$ cat src/design/lrgd_mul.sv
// Shared signed 33x33 multiplier with a registered product.
module lrgd_mul (
  input  logic               clk,
  input  logic signed [32:0] a,
  input  logic signed [32:0] b,
  output logic signed [65:0] p
);

  always_ff @(posedge clk) begin
    p <= a * b;
  end

endmodule

$ cat config.mk
export PLATFORM = sky130hd
export DESIGN_NAME = lrgd_mul
export DESIGN_NICKNAME = d
export VERILOG_FILES = /design/src/design/lrgd_mul.sv
export SDC_FILE = /design/constraint.sdc
export NUM_CORES = 2
export LEC_CHECK = 0
export ABC_AREA = 1
export BUFFER_PORTS_ARGS = -buffer_cell sky130_fd_sc_hd__buf_2
export CORE_ASPECT_RATIO = 0.75
export CORE_UTILIZATION = 55
export DETAILED_ROUTE_END_ITERATION = 7
export PLACE_DENSITY = 0.75
export SLEW_MARGIN = 20
export SYNTH_ARGS = -nofsm -noshare
export SYNTH_HDL_FRONTEND = slang
export SYNTH_SLANG_ARGS = --single-unit
$ cat constraint.sdc
create_clock -name clk -period 7.1 [get_ports clk]
set_input_delay 0.71 -clock clk [delete_from_list [all_inputs] [get_ports clk]]
set_output_delay 0.71 -clock clk [all_outputs]
set_load 0.02 [all_outputs]
; ---- Word level (Yosys, flattened, before mapping)
; Index checks and enable logic that the tools add are counted.
[totals]
inputBits = 67
elab_cells = 2
register_bits = 66
[classes]
n_mul = 1
[op_table]
columns = operator, count
row1 = $mul 33x33->66, 1

; ---- Longest topological paths before layout
[logic_depth]
ltp_word = 1
depth_mapped = 34
ltp_nobuf = 32

; ---- Worst setup path before layout
; No wires, ideal clock.
[synth_path]
path_type = input-to-reg
startpoint = input a[32]
endpoint = register p[60]
arrival_ns = 7.353
path_slack_ns = -0.366
stages = 23
setup_time_ns = 0.113
path_buffers = 2
cell_sequence = clkbuf_1 -> clkbuf_1 -> nand2_1 -> inv_1 -> fa_1 -> fa_1 -> fa_1 -> fa_1 -> inv_1 -> fa_1 -> fa_1 -> fa_1 -> fa_1 -> inv_1 -> ha_1 -> nand2_1 -> nor2_1 -> inv_1 -> nor3_1 -> nand2_1 -> and2_0 -> nand4_1 -> nand2_1
[synth_via]
elab_chain_len = 1
[synth_rtl]
columns = item, line_no
row1 = start: declaration, 4  ; input logic signed [32:0] a,
row2 = $mul 33x33->66, 10  ; p <= a * b;
row3 = end signal: assignment, 10
row4 = end: declaration, 6  ; output logic signed [65:0] p
; No other way between the ends.

; ---- Worst setup path after layout
[layout_path]
startpoint = input b[11]
endpoint = register p[33]
[layout_via]
elab_chain_len = 1
[layout_rtl]
columns = item, line_no
row1 = start: declaration, 5  ; input logic signed [32:0] b,
row2 = $mul 33x33->66, 10
; No other way between the ends.

==> reports/results.txt <==
Flip-flop count of the largest register after layout: 66
Detailed-route via count: 34.6k
First-iteration detailed-routing DRC count: 2746
Post-CTS Hold Buffers: 0
Largest area contributor in the netlist: fa_1
Pin count of the biggest net entering global routing: 34
Routed length on met3: 10600 um
Final weighted congestion in routability-driven placement: 0.967
Share of post-route cells with drive strength above 1: 13.1%
IO Count: 133
Required time worst endpoint: 7.32 ns
Total clock sinks: 66
Routed Antenna Nets: 0
Gate Count Post-Synth: 5543
Post-synthesis sequential area ratio: 3.06%
Crit path DAT: 7.18 ns
Total global routing overflow: 0
Syn Std Cell Area: 43200 um2
Slew Limit Fails: 0
Post-route fraction of the period consumed by the critical path: 98.0%
Area share of the largest cell type after synthesis: 53.1%
Bufs on Longest Clock Path: 2
Max frequency: 144 MHz
Nature of the critical path endpoint: register
Worst path cell trace: buf_4 -> buf_4 -> nand2_1 -> inv_1 -> fa_1 -> fa_1 -> inv_1 -> fa_1 -> inv_1 -> fa_1 -> fa_1 -> fa_1 -> fa_1 -> inv_1 -> fa_1 -> inv_1 -> ha_1 -> nand2_1 -> nor2_1 -> nand2_1 -> nor2_1 -> nand2_1 -> nand2_2 -> xor2_1
Biggest registers after layout: p (66)
Post-Route M1 WL: 49600 um
Wire length of the first global-routing pass: 198000 um
Die height: 245 um
Top reg by flops: p
Tmin final: 6.96 ns
Layout Cells excl Fill: 6907
Yosys warning count: 0
Area of the core: 77300 um2
Post-detailed-placement half-perimeter wirelength: 109000 um
Critical Setup Path Class: primary input to register
Number of cells in the design after placement: 6878
Via count of the first global-routing pass: 37.3k
Die area: 79600 um2
Largest fanout on the critical path: 17
Most Frequent Cell on Critical Path: fa_1
Number of antenna violations at the first check in global routing: 5
Maxcap violations: 0
Final core utilization: 63.4%
Final setup violating endpoints: 0
CP peak stage delay: 0.57 ns
Standard cell with the maximum stage delay on the critical path: fa_1
Status: finished, final reports clean
All-Layer GR Usage: 31.7%
Met2 routed WL: 56700 um
Measured slew at the worst slew-check pin: 0.564 ns
Final Net Count: 7295
Area added between synthesis and finish: 13.5%
# port buffers: 132
Remaining design rule violation count: 0
Initial cell density of the core: 55.9%
Worst hold margin: 0.847 ns
Highest metal used: met5
Number of buffers created by CTS: 9
Vias/cell: 5.00
Cell types with the largest area share after synthesis: fa_1, inv_1, nand2_1, ha_1, dfxtp_1
Tightest slew margin relative to the limit: 62.3%
Number of flip-flops and latches in the synthesized netlist: 66
Avg Cell Area, Syn: 7.79 um2
Final-report hold violation count: 0
Count of TritonRoute iterations in the first routing pass: 7
Sort of element at the start of the critical path: primary input
Net Count, Synth: 6972
# H-tree levels: 3
Routed wirelength normalized by instance count: 17.4 um
Hold WC Path Type: primary input to register
CTS tree: done
Fillcell total: 6515
Final wirelength: 120000 um
Clock edge transition at the registers on the reported setup and hold paths: 0.07 ns
FP Rows: 88
Horiz. Die Dim: 326 um
Root buffer cell: clkbuf_16
Count of unique library cells instantiated by Yosys: 35
path summary, 6_finish.rpt:
check	slack, ns	cells after the start	start	endpoint
worst max-delay path	0.14	24	b[11]	p[33]$_DFF_P_
worst min-delay path	0.85	4	b[0]	p[0]$_DFF_P_
metal layers:
layer	GRT usage, %	vias to the layer above
li1	-	15600
met1	43.5	17200
met2	52.8	1517
met3	5.13	210
met4	8.23	2
met5	0	-
cell type report:
cell class	instances	area [um2]	share of cell area, %
diodes	3	7.51	0.0153
clock buffers	11	243	0.495
clock inverters	3	17.5	0.0358
inverters	1895	7120	14.5
multi-input cells	3319	34300	70.0
flip-flops and latches	66	1320	2.70
well taps	1035	1290	2.64
repair buffers	575	4670	9.54
cells in the final DEF, fill, tap and decap left out, types with 4 or more instances in the layout:
cell / n
clkbuf_4: 9
nand3_2: 13
nand4_1: 19
xnor2_1: 4
buf_12: 51
ha_2: 5
nor2_2: 35
o21ai_1: 8
o21ai_0: 14
nor2_1: 108
fa_1: 1129
dfxtp_1: 66
ha_1: 195
a21oi_2: 26
fa_2: 16
a21oi_1: 39
nand2_2: 33
clkbuf_16: 9
nor4_2: 4
o21bai_1: 11
buf_4: 400
ha_4: 17
or2_2: 5
nand2_1: 1501
nand3_1: 65
inv_1: 1890
xor2_1: 37
nor2_4: 11
nor3_2: 6
buf_2: 114
cells by family after synthesis:
family / Yosys count / share of synthesized area [%]
buffers and inverters: 2158 / 18.8
AO/OA/AOI/OAI: 106 / 1.38
flip-flops: 66 / 3.06
AND/OR/NAND/NOR: 1810 / 16.6
XOR/XNOR: 41 / 0.832
adder cells (fa/ha/maj): 1362 / 59.4
timing repair:
action | 4_1_cts | 5_1_grt
hold endpoints to repair | 0 | 0
setup endpoints to repair | 3 | 43
buffers inserted | 0 | 12
pin swaps | 0 | 31
resized for setup | 6 | 153
metrics by stage:
| stage | setup slack (ns) | area, um2 | setup TNS, ns |
|---|---|---|---|
| after floorplan | 0.00359 | 43200 | 0 |
| after global placement | -0.416 | 48000 | -8.09 |
| after detailed placement | -0.453 | 48000 | -10.69 |
| after CTS | 0.0143 | 48300 | 0 |
| after global routing | -0.0547 | 49000 | -0.363 |
| final | 0.141 | 49000 | 0 |
cells in the mapped netlist, drive strengths merged:
master	count
nor2	154
ha	217
a21o	2
nor3	8
nand4	19
and2	3
a21oi	65
dfxtp	66
o21ai	23
inv	1895
a21boi	1
o21bai	14
nand2	1534
nor4	5
xor2	37
buf	1
clkbuf	262
nand3	78
fa	1145
or2	6
o21a	1
nand3b	3
xnor2	4
critical path, delay by kind of cell:
kind,cells,cell delay (ns)
XOR/XNOR,1,0.30
AND/OR/NAND/NOR,7,1.00
adder cells (fa/ha/maj),9,4.34
buffers and inverters,7,0.81
Power is not shown: default switching activity piles up to over one toggle a cycle in this logic, so the estimate is an artifact.
