`src/design/lrgd_pkg.sv`:
```
// Shared constants, handshake structs and saturation helper for the regression fit block.
package lrgd_pkg;

  localparam int MAX_SAMPLES = 1024;
  localparam int AW = $clog2(MAX_SAMPLES);
  localparam int CW = $clog2(MAX_SAMPLES + 1);
  localparam int DW = 64;
  localparam int DCW = $clog2(DW);

  localparam logic [15:0] LR_RESET = 16'd655;
  localparam logic [15:0] MAX_PASSES_RESET = 16'd1000;
  localparam logic signed [31:0] ONE_Q16 = 32'sh0001_0000;

  localparam logic REG_LEARNING_RATE = 1'b0;
  localparam logic REG_MAX_PASSES = 1'b1;

  localparam logic KIND_FIT = 1'b0;
  localparam logic KIND_PREDICT = 1'b1;
  localparam logic CMD_PREDICT = 1'b1;

  typedef struct packed {
    logic start;
    logic [DW-1:0] dividend;
    logic [CW-1:0] divisor;
  } div_req_t;

  typedef struct packed {
    logic done;
    logic [DW-1:0] quo;
    logic rem_nz;
  } div_rsp_t;

  function automatic logic signed [31:0] sat32(input logic signed [79:0] v);
    logic signed [79:0] hi;
    logic signed [79:0] lo;
    hi = {48'h0, 32'h7FFF_FFFF};
    lo = {{48{1'b1}}, 32'h8000_0000};
    if (v > hi) begin
      sat32 = 32'sh7FFF_FFFF;
    end else if (v < lo) begin
      sat32 = 32'sh8000_0000;
    end else begin
      sat32 = v[31:0];
    end
  endfunction

endpackage

```
`src/design/lrgd_div.sv`:
```
// Iterative restoring divider, one quotient bit a cycle, unsigned operands.
module lrgd_div (
  input  logic              clk,
  input  logic              rst,
  input  lrgd_pkg::div_req_t req,
  output lrgd_pkg::div_rsp_t rsp
);

  logic [lrgd_pkg::DW-1:0]  quo;
  logic [lrgd_pkg::CW-1:0]  rem;
  logic [lrgd_pkg::CW-1:0]  dvs;
  logic [lrgd_pkg::DCW-1:0] cnt;
  logic                     busy;
  logic                     done;
  logic [lrgd_pkg::CW:0]    rem_sh;
  logic                     fits;

  assign rem_sh = {rem, quo[lrgd_pkg::DW-1]};
  assign fits   = rem_sh >= {1'b0, dvs};

  always_ff @(posedge clk) begin
    if (rst) begin
      busy <= 1'b0;
      done <= 1'b0;
      cnt  <= '0;
    end else begin
      done <= 1'b0;
      if (req.start) begin
        busy <= 1'b1;
        cnt  <= '0;
        quo  <= req.dividend;
        rem  <= '0;
        dvs  <= req.divisor;
      end else if (busy) begin
        // shift in the next dividend bit, subtract where the divisor fits
        rem <= fits ? lrgd_pkg::CW'(rem_sh - {1'b0, dvs}) : rem_sh[lrgd_pkg::CW-1:0];
        quo <= {quo[lrgd_pkg::DW-2:0], fits};
        cnt <= cnt + 1'b1;
        if (cnt == lrgd_pkg::DCW'(lrgd_pkg::DW - 1)) begin
          busy <= 1'b0;
          done <= 1'b1;
        end
      end
    end
  end

  assign rsp.done   = done;
  assign rsp.quo    = quo;
  assign rsp.rem_nz = rem != '0;

endmodule

```
`config.mk`:
```
export PLATFORM = sky130hd
export DESIGN_NAME = lrgd_div
export DESIGN_NICKNAME = d
export VERILOG_FILES = /design/src/design/lrgd_pkg.sv /design/src/design/lrgd_div.sv
export SDC_FILE = /design/constraint.sdc
export NUM_CORES = 1
export LEC_CHECK = 0
export BUFFER_PORTS_ARGS = -buffer_cell sky130_fd_sc_hd__buf_2
export CORE_MARGIN = 4
export CORE_UTILIZATION = 40
export DETAILED_ROUTE_END_ITERATION = 10
export HOLD_SLACK_MARGIN = 0.15
export PLACE_DENSITY = 0.63
export SYNTH_ARGS = -nofsm -noshare
export SYNTH_HDL_FRONTEND = slang
export SYNTH_SLANG_ARGS = --single-unit
```
`constraint.sdc`:
```
create_clock -name clk -period 7.2 [get_ports clk]
set_input_delay 0 -clock clk [delete_from_list [all_inputs] [get_ports clk]]
set_output_delay 0 -clock clk [all_outputs]
set_load 0.05 [all_outputs]
```
# After elaboration in Yosys (flattened, before gate mapping)
# Index checks and enable logic that the tools add are counted.
# totals
register_bits	94
latch_bits	0
ram_bits	0
rom_bits	0
in_bits	78
output_inout_bits	66
n_memories	0
# classes
add_sub_neg	2
n_mul	0
div_mod_pow	0
magnitude_cmp	1
eq_ne	1
n_shift	0
muxes	8
bitwise_logic	2
n_reduce_logical	6
# ops
operator	count
$mux W64	2
$mux W11	2
$ge A12 B11 Y1	1
$reduce_bool A11 Y1	1
$sub A11 B11 Y11	1
$add A6 B1 Y6 const B	1
$eq A6 B6 Y1 const B	1
$mux W1	4
$reduce_and A2 Y1	2
$reduce_or A3 Y1	1
$not A1 Y1	2
$reduce_bool A2 Y1	1
$reduce_or A2 Y1	1

# Logic depth before layout (Yosys ltp)
# Gate-level depths: netlist of the first run.
# logic_depth
ltp_word	4
mapped_depth	10
mapped_depth_nobuf	9

# Least setup slack after synthesis of the first run
# No wires, ideal clock.
# synth_timing
path_kind	flip-flop to flip-flop
start	reg busy
end	reg quo[0] (netlist name) (enable)
setup_time_ns	0.535
t_arrival_ns	4.262
t_required_ns	6.665
slack_ns	2.403
stages_incl_launch_ff	4
period_less_slack_ns	4.797
cell_sequence	dfxtp_1 > clkbuf_1 > inv_1 > a21oi_1
# synth_via
elab_chain_cells	2
# synth_rtl
element	line	rtl
from (decl)	lrgd_div.sv:13	logic busy;
from (signal assigned)	lrgd_div.sv:23	busy <= 1'b0;
from (signal assigned)	lrgd_div.sv:29	busy <= 1'b1;
from (signal assigned)	lrgd_div.sv:40	busy <= 1'b0;
$reduce_bool A2 Y1 (no source line)	n/a	
$reduce_and A2 Y1 (no source line)	n/a	
to (signal assigned)	lrgd_div.sv:31	quo <= req.dividend;
to (signal assigned)	lrgd_div.sv:37	quo <= {quo[lrgd_pkg::DW-2:0], fits};
to (decl)	lrgd_div.sv:9	logic [lrgd_pkg::DW-1:0] quo;
# No other way between the ends.
# A chain may end at the register's enable or synchronous reset.

# Worst setup path after layout of the first run
# layout_timing
start	reg quo[63] (netlist name)
end	reg rem[10] (netlist name), data pin
# layout_via
elab_chain_cells	3
word_cells_on_any_way	4
cone_classes	add/sub: 1; order compare: 1; mux: 2
# layout_rtl
element	line	rtl
$sub A11 B11 Y11 or $ge A12 B11 Y1 (tied branches)	lrgd_div.sv:36, lrgd_div.sv:19	
$mux W11 *	lrgd_div.sv:36	rem <= fits ? lrgd_pkg::CW'(rem_sh - {1'b0, dvs}) : rem_sh[lrgd_pkg::CW-1:0];
$mux W11 *	lrgd_div.sv:34	end else if (busy) begin
to (signal assigned)	lrgd_div.sv:36	
to (decl)	lrgd_div.sv:10	logic [lrgd_pkg::CW-1:0] rem;
# Every way passes the cells marked *; elsewhere a longest branch is shown, timed or not. The select of a mux whose other input is x is not followed.

==> flow_metrics.tcl, run 1 <==
set metrics [dict create \
    report.final.slew_viol_count 0 \
    clock_transition_at_the_registers_of_the_reported_paths_ns 0.11 \
    slew_headroom_pct 27.8 \
    final_layout_size_suffix_gt1_share_pct 44.4 \
    routed-via-count 3255 \
    synth-warning-count 0 \
    netlist.area_leader.share_pct 58.1 \
    final_area_mm2 0.00628 \
    placed_cell_area_mm2 0.00530 \
    edff_count_synth 86 \
    synth-seq-cells 94 \
    number_of_input_and_output_port_buffers_inserted 143 \
    synth.most_common_cell "edfxtp_1" \
    cts_root_buf "clkbuf_8" \
    via_count_of_the_first_global_routing_pass 3552 \
    startpoint_type "register" \
    worst-endpoint-arrival_ns 2.87 \
    drt-total-wl_mm 10.6 \
    min-delay-path-class "in -> reg" \
    synth.net_count 395 \
    mappedNetlistArea_mm2 0.00444 \
    design_power_total_mw 1.39 \
    power.density_mw_per_mm2 221 \
    grt_pass1_wl_mm 17.2 \
    unrepaired_setup_endpoints_after_global_routing "no" \
    core_area_mm2 0.0108 \
    fp.dieH_um 113 \
    worst_slew_pin_slew_ns 1.08 \
    initial_util_pct 41.0 \
    i_o_pin_total 144 \
    area_growth_pct 41.5 \
    design.final.nets 615 \
    synth_cells 304 \
    timing.final.hold_violations 0 \
    critical_path_peak_fanout 17 \
    clk_latency_ns 0.37 \
    max-cap-violations 0 \
    remaining_drc_errors 0 \
    worst_ep_required_time_ns 7.31 \
    cts-htree-levels 3 \
    die_x_um 113 \
    asyncSetResetFlopFracSynth_pct 0 \
    fillerInstances 910 \
    clk_path_buf_depth 2 \
    outcome "finished clean" \
    antenna_found_initial 0 \
    drt_first_iter_violations 63 \
    synth.distinct_cells 46 \
    fmax_ghz 0.363 \
    p_leak_nw 2.55 \
    tns_ns 0 \
    synth_commonest_cells "edfxtp_1, mux2_2, nor2_1" \
    critical_path_class "reg -> reg" \
    route.antenna.remaining_nets 0 \
    floorplan.die_area_mm2 0.0129 \
    synthTopCellsByArea "edfxtp_1, mux2_2, dfxtp_1" \
    finalCritPeriodShare_pct 38.3 \
    worstSetupEndpointType "register" \
    synth.avg_cell_area_um2 14.6 \
    synth_seq_area_share_pct 61.7 \
    tritoncts_num_sinks 94 \
    grt_start_max_net_pins 77 \
    drt-wirelength-per-cell_um 15.9 \
    average_via_count_per_standard_cell 4.87 \
    timing.final.setup_violations 0 \
    clock_skew_ns 0.0141 \
    final_util_pct 58.0 \
    tritoncts "yes" \
    detailedPlacementHpwl_mm 6.91 \
    diodes 0 \
    peakVddDrop_mv 0.112 \
    globalRoute.totalOverflow 0 \
    globalplace.congestion 0.817 \
    first_pass_iters 4 \
    cts_inserted_buffers 9 \
    synth_area_leader_cell "edfxtp_1" \
    postSynth.topFlopCell "edfxtp_1" \
    globalRouteTotalUtil_pct 17.0 \
    rows 38 \
    min_period_ns 2.76 \
]
==> state kept, by name, summed over array words and instances (netlist names) <==
name / count
quo: 64
dvs: 11
rem: 11
cnt: 6
busy: 1
done: 1
==> worst max-delay path, stage by stage (launching register included) <==
cell and delay [ns]:
edfxtp_1 0.40, inv_1 0.06, ha_1 0.23, fa_1 0.40, nand2b_1 0.21, a21oi_4 0.18
o21ai_2 0.08, a21oi_4 0.50, nor3b_1 0.10, or3_1 0.32
==> power by group <==
part	internal, mW	switching, mW
Clock	0.201	0.198
Sequential	0.645	0.0208
Combinational	0.133	0.194
==> cell type report <==
cell class	count	area, um2	area share, %
Sequential cell	94	2740	43.6
Multi-Input combinational cell	182	1590	25.3
Tap cell	140	175	2.79
Inverter	16	60.1	0.956
Timing Repair Buffer	221	1490	23.7
Clock inverter	7	101	1.61
Clock buffer	9	124	1.97
==> worst paths after layout <==
kind	start	slack [ns]	cells past startpoint	endpoint
min reg2reg	cnt[5]	0.50	2	cnt[5]
max	quo[63]	4.44	9	rem[10]
max reg2reg	quo[63]	4.44	9	rem[10]
min	req[5]	0.35	2	dvs[5]
==> metal layers <==
layer  GRT usage (%)  up-vias  routed length [um]
met2            29.8      100                5400
li1                -     1593                   -
met5               0        -                   0
met4            5.85        0                 192
met3            5.36       15                 710
met1            19.6     1547                4310
==> kinds of logic (layout without fill, tap and decap cells) <==
family          Yosys count  in the layout  share of synthesized area [%]
buf+inv                  28            253                           2.70
compound gates           33             33                           5.49
simple gates             55             55                           6.48
flops                    94             94                           61.7
xor+xnor                 11             11                           2.17
fa+ha+maj                13             13                           3.83
mux                      70             70                           17.6
==> cell usage in the layout, fill, tap and decap left out, types with 5 or more instances in the layout <==
cell and instances:
dfxtp_1 8, dlygate4sd3_1 76, ha_1 12, buf_2 143, nor2_1 20, xnor2_1 5, a21oi_1 10, nand2_1 6
edfxtp_1 86, clkbuf_8 9, inv_1 16, mux2_2 64, xor2_1 6, mux2i_1 6
==> stage by stage <==
step / hold slack (ns) / std cells / setup slack [ns]
after floorplan: 0.0989 / 304 / 2.40
after global placement: 0.179 / 577 / 4.53
after detailed placement: 0.179 / 577 / 4.45
after CTS: 0.323 / 669 / 4.42
after global routing: 0.337 / 669 / 4.22
final: 0.346 / 669 / 4.44
==> what timing repair did <==
| item | CTS | global route |
|---|---|---|
| endpoints found under the hold margin | 87 | 0 |
| resized for setup | 0 | 0 |
| buffers inserted | 0 | 0 |
| hold buffers | 76 | 0 |
Power figures use the tool's default switching activity.
==> run 2: changes to the inputs <==
ABC_AREA = 1   (was unset)
clock period = 2.67 ns   (was 7.2 ns; I/O delays follow)
==> run 2 against run 1 <==
Compared with the run above:
- routed wire length up 21%
- non-clock buffer count grew 2
- setup slack lost 4.0 ns
- clock skew decreased by 0.0098 ns
- via count increased by 30%
- hold slack got worse by 0.057 ns
- global-route usage is 2.9 points higher
- utilization rose by 1.1 points
- critical path type unchanged
- total power rose to 2.8 times the previous value
- first-iteration DRC count grew to 4.9 times the previous value
- clock-buffer cell count is 3 higher
==> flow_metrics.tcl, run 2 <==
set metrics [dict create \
    clock_skew_ns 0.00426 \
    floorplan.die_area_mm2 0.0133 \
    cts_root_buf "clkbuf_16" \
    tritoncts "yes" \
    globalplace.congestion 0.890 \
    final_layout_size_suffix_gt1_share_pct 22.7 \
    core_area_mm2 0.0111 \
    number_of_input_and_output_port_buffers_inserted 143 \
    met2WireLength_mm 6.13 \
    clk_latency_ns 0.34 \
    routed-via-count 4217 \
    first_pass_iters 4 \
    worst_hold_path_startpoint "req[75]" \
    globalRouteTotalUtil_pct 19.8 \
    die_x_um 115 \
    min_period_ns 2.27 \
    clock_transition_at_the_registers_of_the_reported_paths_ns 0.06 \
    outcome "finished clean" \
    i_o_pin_total 144 \
    unrepaired_setup_endpoints_after_global_routing "no" \
    area_growth_pct 41.6 \
    highest_layer "met4" \
    finalCritPeriodShare_pct 85.1 \
    design.final.nets 826 \
    fmax_ghz 0.440 \
    clk_path_buf_depth 2 \
    detail_route.wirelength.met1_mm 5.38 \
    hold_depth 4 \
    layout_common_cells "nand2_1, buf_2, edfxtp_1" \
    timing.final.hold_violations 0 \
    remaining_drc_errors 0 \
    asyncSetResetFlopFracSynth_pct 0 \
    peakVddDrop_mv 0.451 \
    drt-total-wl_mm 12.8 \
    final_area_mm2 0.00654 \
    synth.net_count 610 \
    max-cap-violations 0 \
    timing.final.setup_violations 0 \
    grt_pass1_wl_mm 20.7 \
    tns_ns 0 \
    globalRoute.totalOverflow 0 \
    cts-htree-levels 3 \
    synth-seq-cells 94 \
    met3_wirelength_mm 1.04 \
    largest_reg_flops 64 \
    via_count_of_the_first_global_routing_pass 4287 \
    final_util_pct 59.0 \
    startpoint_type "register" \
    synth_commonest_cells "nand2_1, edfxtp_1, inv_1" \
    grt_start_max_net_pins 77 \
    synthTopCellsByArea "edfxtp_1, nand2_1, inv_1" \
    p_leak_nw 3.19 \
    worst_ep_required_time_ns 2.76 \
    fp.dieH_um 115 \
    detailedPlacementHpwl_mm 8.34 \
    average_via_count_per_standard_cell 4.79 \
    drt-wirelength-per-cell_um 14.6 \
    postSynth.topFlopCell "edfxtp_1" \
    critical_path_class "reg -> reg" \
    antenna_found_initial 0 \
    regs_by_ff_count "quo x64, dvs x11, rem x11" \
    fillerInstances 948 \
    synth.most_common_cell "nand2_1" \
    initial_util_pct 41.7 \
    min-delay-path-class "in -> reg" \
    power.density_mw_per_mm2 605 \
    synth_seq_area_share_pct 59.4 \
    synth_cells 519 \
    timing.reg2reg.worst_path_depth 9 \
    post_layout_nonfiller_instances 880 \
    synth.distinct_cells 27 \
    drt_first_iter_violations 310 \
    synth_area_leader_cell "edfxtp_1" \
    worst_slew_pin_slew_ns 0.691 \
    synth.avg_cell_area_um2 8.90 \
    registers.top_by_ff_count "quo" \
    critical_path_peak_fanout 8 \
    tritoncts_num_sinks 94 \
    mappedNetlistArea_mm2 0.00462 \
    cts_inserted_buffers 9 \
    placed_cells_incl_taps 788 \
    diodes 0 \
    worstSetupStartpoint "rem[6]" \
    placed_cell_area_mm2 0.00548 \
    report.final.slew_viol_count 0 \
    edff_count_synth 86 \
    most_common_cell_after_layout_fill_and_taps_aside "nand2_1" \
    netlist.area_leader.share_pct 55.9 \
    rows 38 \
    worstSetupEndpointType "register" \
    rr_startpoint "rem[6]" \
    route.antenna.remaining_nets 0 \
    design_power_total_mw 3.96 \
    slew_headroom_pct 54.0 \
    synth-warning-count 0 \
    worst-endpoint-arrival_ns 2.37 \
]
-- run 2: layout make-up --
type / count / area [um2] / area share, %
Sequential cell: 94 / 2740 / 41.9
Timing Repair Buffer: 223 / 1520 / 23.2
Clock buffer: 12 / 246 / 3.77
Multi-Input combinational cell: 361 / 1640 / 25.0
Clock inverter: 4 / 47.5 / 0.727
Tap cell: 140 / 175 / 2.68
Inverter: 46 / 173 / 2.64
-- run 2: kinds of logic after synthesis --
kind of cell	synth area share (%)
xor gates and xnor gates	0.759
adders and majority gates	3.68
and+or+nand+nor	29.1
AOI/OAI and AO/OA	1.60
buffers and inverters	5.47
DFF	59.4
-- run 2: repair_timing --
item / in CTS / in global routing
hold buffers: 76 / 0
setup endpoints to repair: 0 / 6
resized for setup: 0 / 1
hold endpoints to repair: 82 / 0
setup buffers: 0 / 0
-- run 2: worst paths after layout --
check	endpoint	slack [ns]
max	rem[1]	0.40
min	rem[7]	0.29
max reg2reg	rem[1]	0.40
min reg2reg	cnt[5]	0.48
-- run 2: per-stage QoR --
stage | setup slack (ns) | hold slack (ns)
3_3_place_gp | 0.336 | 0.179
4_1_cts | 0.196 | 0.255
2_1_floorplan | 0.336 | 0.0771
6_report | 0.397 | 0.289
5_1_grt | 0.195 | 0.310
3_5_place_dp | 0.203 | 0.179
-- run 2: power breakdown --
group | internal (mW) | total, mW | switching [mW]
clock network | 0.749 | 1.28 | 0.528
registers | 1.74 | 1.80 | 0.0599
logic | 0.299 | 0.882 | 0.583
-- run 2: worst max-delay path, cell delays in order, from the launching register on --
cell	delay [ns]
edfxtp_1	0.43
ha_1	0.38
nand2_1	0.13
inv_1	0.05
nand2_1	0.06
nand2_1	0.08
a21oi_1	0.26
nand3_1	0.36
nand3b_1	0.21
nand2_1	0.07
-- run 2: routing by layer --
layer,global-route usage [%],vias to the layer above
met5,0,-
met4,6.65,0
met3,7.31,21
met2,31.7,151
met1,25.1,1933
li1,-,2112
